**config.mk**
```make
export PLATFORM = sky130hd
export DESIGN_NAME = sic_classify
export DESIGN_NICKNAME = d
export VERILOG_FILES = /design/src/rtl/sic_pkg.sv /design/src/rtl/sic_classify.sv
export SDC_FILE = /design/constraint.sdc
export NUM_CORES = 1
export LEC_CHECK = 0
export BUFFER_PORTS_ARGS = -buffer_cell sky130_fd_sc_hd__buf_2
export CAP_MARGIN = 20
export CORE_UTILIZATION = 48
export DETAILED_ROUTE_END_ITERATION = 12
export GPL_TIMING_DRIVEN = 0
export PLACE_DENSITY = 0.95
export SLEW_MARGIN = 20
export SYNTH_ARGS = -nofsm -noshare
export SYNTH_HDL_FRONTEND = slang
export SYNTH_SLANG_ARGS = --single-unit
```
**constraint.sdc**
```tcl
create_clock -name vclk -period 3.9
set_input_delay 0.585 -clock vclk [all_inputs]
set_output_delay 0.585 -clock vclk [all_outputs]
set_load 0.03 [all_outputs]
```
**src/rtl/sic_pkg.sv**
```systemverilog
package sic_pkg;

    // Default coordinate width; the top level may override it (range 4 to 30).
    localparam int COORD_BITS_DEF = 15;

    typedef enum logic [2:0] {
        KIND_NONE            = 3'd0,
        KIND_END_TO_END      = 3'd1,
        KIND_END_ON_INTERIOR = 3'd2,
        KIND_CROSSING        = 3'd3,
        KIND_OVERLAP         = 3'd4
    } kind_t;

endpackage

```
**src/rtl/sic_classify.sv**
```systemverilog
module sic_classify
    import sic_pkg::*;
#(
    parameter int XW = 33
) (
    input  logic signed [XW-1:0] det,
    input  logic signed [XW-1:0] lam_num,
    input  logic signed [XW-1:0] mu_num,
    input  kind_t                coll_kind,
    output kind_t                kind
);

    logic det_pos;
    logic l_end;
    logic m_end;
    logic l_in;
    logic m_in;

    always_comb
    begin
        det_pos = !det[XW-1];
        l_end   = (lam_num == '0) || (lam_num == det);
        m_end   = (mu_num == '0) || (mu_num == det);
        // A parameter is strictly inside (0,1) when its numerator lies strictly
        // between zero and the determinant, whatever the determinant's sign.
        if (det_pos)
        begin
            l_in = (lam_num > 0) && (lam_num < det);
            m_in = (mu_num > 0) && (mu_num < det);
        end
        else
        begin
            l_in = (lam_num < 0) && (lam_num > det);
            m_in = (mu_num < 0) && (mu_num > det);
        end

        if (det != '0)
        begin
            if (l_end && m_end)
                kind = KIND_END_TO_END;
            else if ((l_end && m_in) || (m_end && l_in))
                kind = KIND_END_ON_INTERIOR;
            else if (l_in && m_in)
                kind = KIND_CROSSING;
            else
                kind = KIND_NONE;
        end
        else if ((lam_num == '0) && (mu_num == '0))
        begin
            kind = coll_kind;
        end
        else
        begin
            kind = KIND_NONE;
        end
    end

endmodule

```
==> flow_summary.ini, run 1 <==
[finish]
register_area_sq_um = 0
final_area_sq_um = 2490
area_delta_synth_final_pct = 30.8
n_antenna_cell = 0
drive_above_1_share = 0.297
clock_buffers = 0
n_fill_cell = 363
seq_cells = 0
fin_nets = 537

[worst_setup_path]
slowest_stage = a2111o_1
arrival_ps = 2970
endpoint = kind[0]
crit_type = primary input to output pin
cpPeakStageDelay_ps = 420
cp.required_ps = 3310
path_cells = buf_2 > inv_1 > ha_1 > a21oi_1 > o21ai_0 > a2111o_1 > a22o_1 > or3_1 > nand2_1 > a21oi_1 > o31ai_1 > buf_2
critPathLaunchType = primary input
startpoint = det[4]
path_max_fanout = 3
cp-end-kind = output pin

[detailed_routing]
drc = 0
via_per_inst = 5.89
drt_iter0_drc = 157
vias = 2444
dr.pass1.iters = 4
routedWlPerCell_um = 14.0
totalWireLength_um = 5810
drtAntennaViolNets = 0

[clock_network]
cts_resized = 0
hold_buffers = 0
cts_setup_buffers = 0

[grt]
grt_pass1_vias = 2290
track_usage = 0.278
antenna_found_initial = 0
grt_overflow = 0
grt_pass1_wl_um = 9410
grt_max_degree = 7

[placement]
gp_congestion = 0.892
numPortBuffers = 105
place_area_sq_um = 2490
pre_cts_slack_ps = 385
place.detailed.hpwl_um = 5420

[flow_run]
drv_cap = 0

[yosys]
yosys.area.top_type = ha_1
synth_top_area_frac = 0.434
yosysWarnings = 0
ys_types = 32
syn_area_sq_um = 1900
synth-xor-area-share = 0.00461
synth_compound_area_frac = 0.190
synth_most_common_cell = ha_1
synth.yosys.seq_area_share = 0
syn-num-nets = 430
synth_mux_area_frac = 0.00526
synthTopCellsByCount = ha_1 (66), inv_1 (37), nor4_1 (27), a21oi_1 (21)
syn_inst = 262
yosys.area_share.simple = 0.293
synth_area_leaders = ha_1 (43%), nor4_1 (8.9%), inv_1 (7.3%)
syn_area_per_cell_sq_um = 7.26
synth_adder_area_share = 0.434
synth_top_family_by_area = adder cells

[run_status]
status = finished, final reports clean

[power]
clock_power_share = 0
power_frac_comb = 1.000
switching_share = 0.529
p_leak_uw = 0.00142
sequentialPowerShare = 0
powerDensity_nw_per_um2 = 96.0
vdd_drop_max_v = 0.0000407
p_sw_uw = 126
power.internal_uw = 112

[timing]
grt_setup_unrepaired = no
worst_slack_ps = 349
fin_tns_setup_ps = 0
setup_viol = 0
fmax_mhz = 282
report.final.slew_viol_count = 0
worst_slew_pin_slew_ps = 512
fin_crit_sh = 0.911
slew_headroom = 0.655
fin_crit_ps = 3550
hold_violations = 0
hold_ws_ps = 1520

[floorplanning]
io_pins = 105
die_w_um = 64.9
rows = 22
dieArea_sq_um = 4220
coreArea_sq_um = 3740
die_h_um = 64.9
start_util = 0.508

[worst_hold_path]
min_path_cells = 3
worstHoldPathType = primary input to output pin
## per-layer routing
metal  vias to the layer above  wire (um)  track usage
met5                         -          0            0
met4                         0        101       0.0722
li1                       1232          -            -
met1                      1080       2480        0.352
met3                        12        491       0.0194
met2                       120       2730        0.499
## placed cells by master, fill, tap and decap left out, types with 2 or more instances in the layout
cell type	instances
a21o_1	8
nor4_1	27
nand4_1	19
and3_1	4
nand3_1	10
buf_2	105
nor3_1	6
inv_1	37
o31ai_1	2
o21ai_0	8
a21oi_1	21
nand2b_1	2
a21boi_0	2
nand2_1	19
ha_1	66
nor2_1	10
a211oi_2	2
a221oi_1	2
a211oi_1	3
## power groups by stage
stage	clock [uW]	sequential [uW]	combinational, uW
floorplan	0	0	133
global placement	0	0	224
detailed placement	0	0	235
CTS	0	0	237
global route	0	0	272
finish	0	0	239
## critical path, delay by kind of cell
family          cells  cell delay [ps]
compound gates      6             1210
fa+ha+maj           1              340
buf+inv             3              390
simple gates        2              450
## worst min-delay path by stage
stage	from	slack (ps)	to
5_1_grt	coll_kind[2]	1550	kind[2]
3_5_place_dp	coll_kind[2]	1520	kind[2]
3_3_place_gp	coll_kind[2]	1520	kind[2]
6_report	coll_kind[2]	1520	kind[2]
2_1_floorplan	coll_kind[2]	1390	kind[2]
4_1_cts	coll_kind[2]	1520	kind[2]
## per-stage QoR
step | power, uW | instances | util
finish | 239 | 415 | 0.664
global route | 272 | 415 | 0.664
CTS | 237 | 415 | 0.664
detailed placement | 235 | 415 | 0.664
global placement | 224 | 415 | 0.664
floorplan | 133 | 262 | -
## cell families after synthesis
family / after synthesis
AND/OR/NAND/NOR: 102
adder cells (fa/ha/maj): 66
AO/OA/AOI/OAI: 55
buffers and inverters: 37
XOR/XNOR: 1
multiplexers: 1
## area by class of cell
class,instances,area [sq um],area share
Inverter,37,139,0.0558
Timing Repair Buffer,105,526,0.211
Multi-Input combinational cell,225,1760,0.709
Tap cell,48,60.1,0.0241
Note: power is estimated with default switching activity, not from simulation.
==> inputs of run 2 (changes only) <==
--- a/config.mk
+++ b/config.mk
@@ -10,7 +10,7 @@
 export CORE_UTILIZATION = 48
 export DETAILED_ROUTE_END_ITERATION = 12
 export GPL_TIMING_DRIVEN = 0
-export PLACE_DENSITY = 0.95
+export PLACE_DENSITY_LB_ADDON = 0.08
 export SLEW_MARGIN = 20
 export SYNTH_ARGS = -nofsm -noshare
 export SYNTH_HDL_FRONTEND = slang
==> run 2 against run 1 <==
Against the previous run:
- critical endpoint unchanged
- largest cell class unchanged
- highest routed layer unchanged
- combinational power is 2% lower
- clock-buffer cell count stayed put
- sequential share of layout area stayed put
- utilization stayed put
- non-clock buffer count stayed put
- critical path type unchanged
- wire length is 5.0% lower
- sequential cell count stayed put
==> flow_summary.ini, run 2 (synthesis results as in run 1) <==
[finish]
mostFrequentLayoutCells = buf_2 (105), ha_1 (66), inv_1 (37), nor4_1 (27), a21oi_1 (21)
fin_nets = 537
seq_cells = 0
register_area_sq_um = 0
clock_buffers = 0
fin_cells = 415
final_common_cell = buf_2
area_delta_synth_final_pct = 30.8
n_antenna_cell = 0
drive_above_1_share = 0.297

[floorplanning]
die_h_um = 64.9
die_w_um = 64.9
rows = 22
io_pins = 105
start_util = 0.508
dieArea_sq_um = 4220
coreArea_sq_um = 3740

[worst_setup_path]
critPathLaunchType = primary input
cpPeakStageDelay_ps = 420
cp-end-kind = output pin
path_cells = buf_2 > inv_1 > ha_1 > a21oi_1 > o21ai_0 > a2111o_1 > a22o_1 > or3_1 > nand2_1 > a21oi_1 > o31ai_1 > buf_2
slowest_stage = a2111o_1
arrival_ps = 2950
path_max_fanout = 3
cp_top_family = compound AO/OA/AOI/OAI gates
crit_buf_inv = 3
cp.required_ps = 3310
crit_type = primary input to output pin

[power]
p_sw_uw = 123
power_frac_comb = 1.000
power.internal_uw = 112
clock_power_share = 0
p_leak_uw = 0.00142
sequentialPowerShare = 0
switching_share = 0.525
vdd_drop_max_v = 0.0000457
powerDensity_nw_per_um2 = 94.3

[grt]
grt_pass1_wl_um = 8890
grt_pass1_vias = 2099
grt_max_degree = 7
antenna_found_initial = 0
track_usage = 0.260
grt_overflow = 0

[placement]
pre_cts_slack_ps = 395
place.detailed.hpwl_um = 5200
place_inst = 415
gp_congestion = 0.871
numPortBuffers = 105

[detailed_routing]
routedWlPerCell_um = 13.3
totalWireLength_um = 5520
via_per_inst = 5.71
drt_iter0_drc = 126
drtAntennaViolNets = 0
drc = 0
dr.pass1.iters = 4
vias = 2368

[timing]
fin_crit_sh = 0.907
worst_slew_pin_slew_ps = 510
fin_tns_setup_ps = 0
fmax_mhz = 283
worst_slack_ps = 361
slew_headroom = 0.656
hold_violations = 0
grt_setup_unrepaired = no
report.final.slew_viol_count = 0
setup_viol = 0
fin_crit_ps = 3540

[run_status]
status = finished, final reports clean

[clock_network]
cts_resized = 0
hold_buffers = 0
cts_setup_buffers = 0

[worst_hold_path]
worstHoldPathType = primary input to output pin

[flow_run]
drv_cap = 0
[run 2: cell counts in the layout (fill, tap and decap cells not counted)]
No cell type changed its count.
[run 2: metal layers]
layer  track usage  share of wire  wire [um]
met5             0              0          0
met4        0.0111         0.0045         25
met3        0.0194          0.065        357
met2         0.444           0.46       2510
met1         0.367           0.48       2620
[run 2: path summary, 6_finish.rpt]
path,start,to,cells after the start
worst max-delay path,det[4],kind[0],12
worst min-delay path,coll_kind[2],kind[2],3
[run 2: per-stage QoR]
step	power (uW)	util	hold WS, ps	instance area, sq um
2_1_floorplan	133	-	1390	1900
3_3_place_gp	227	0.664	1520	2490
3_5_place_dp	233	0.664	1520	2490
4_1_cts	234	0.664	1520	2490
5_1_grt	269	0.664	1540	2490
6_report	235	0.664	1520	2490
[run 2: cell type report]
| type | instances | area (sq um) |
|---|---|---|
| fillers | 391 | 1260 |
| well taps | 48 | 60.1 |
| inverters | 37 | 139 |
| multi-input cells | 225 | 1760 |
| repair buffers | 105 | 526 |
[run 2: power groups by stage]
stage	clock (uW)	combinational (uW)	sequential, uW
floorplan	0	133	0
global route	0	269	0
detailed placement	0	233	0
global placement	0	227	0
CTS	0	234	0
finish	0	235	0
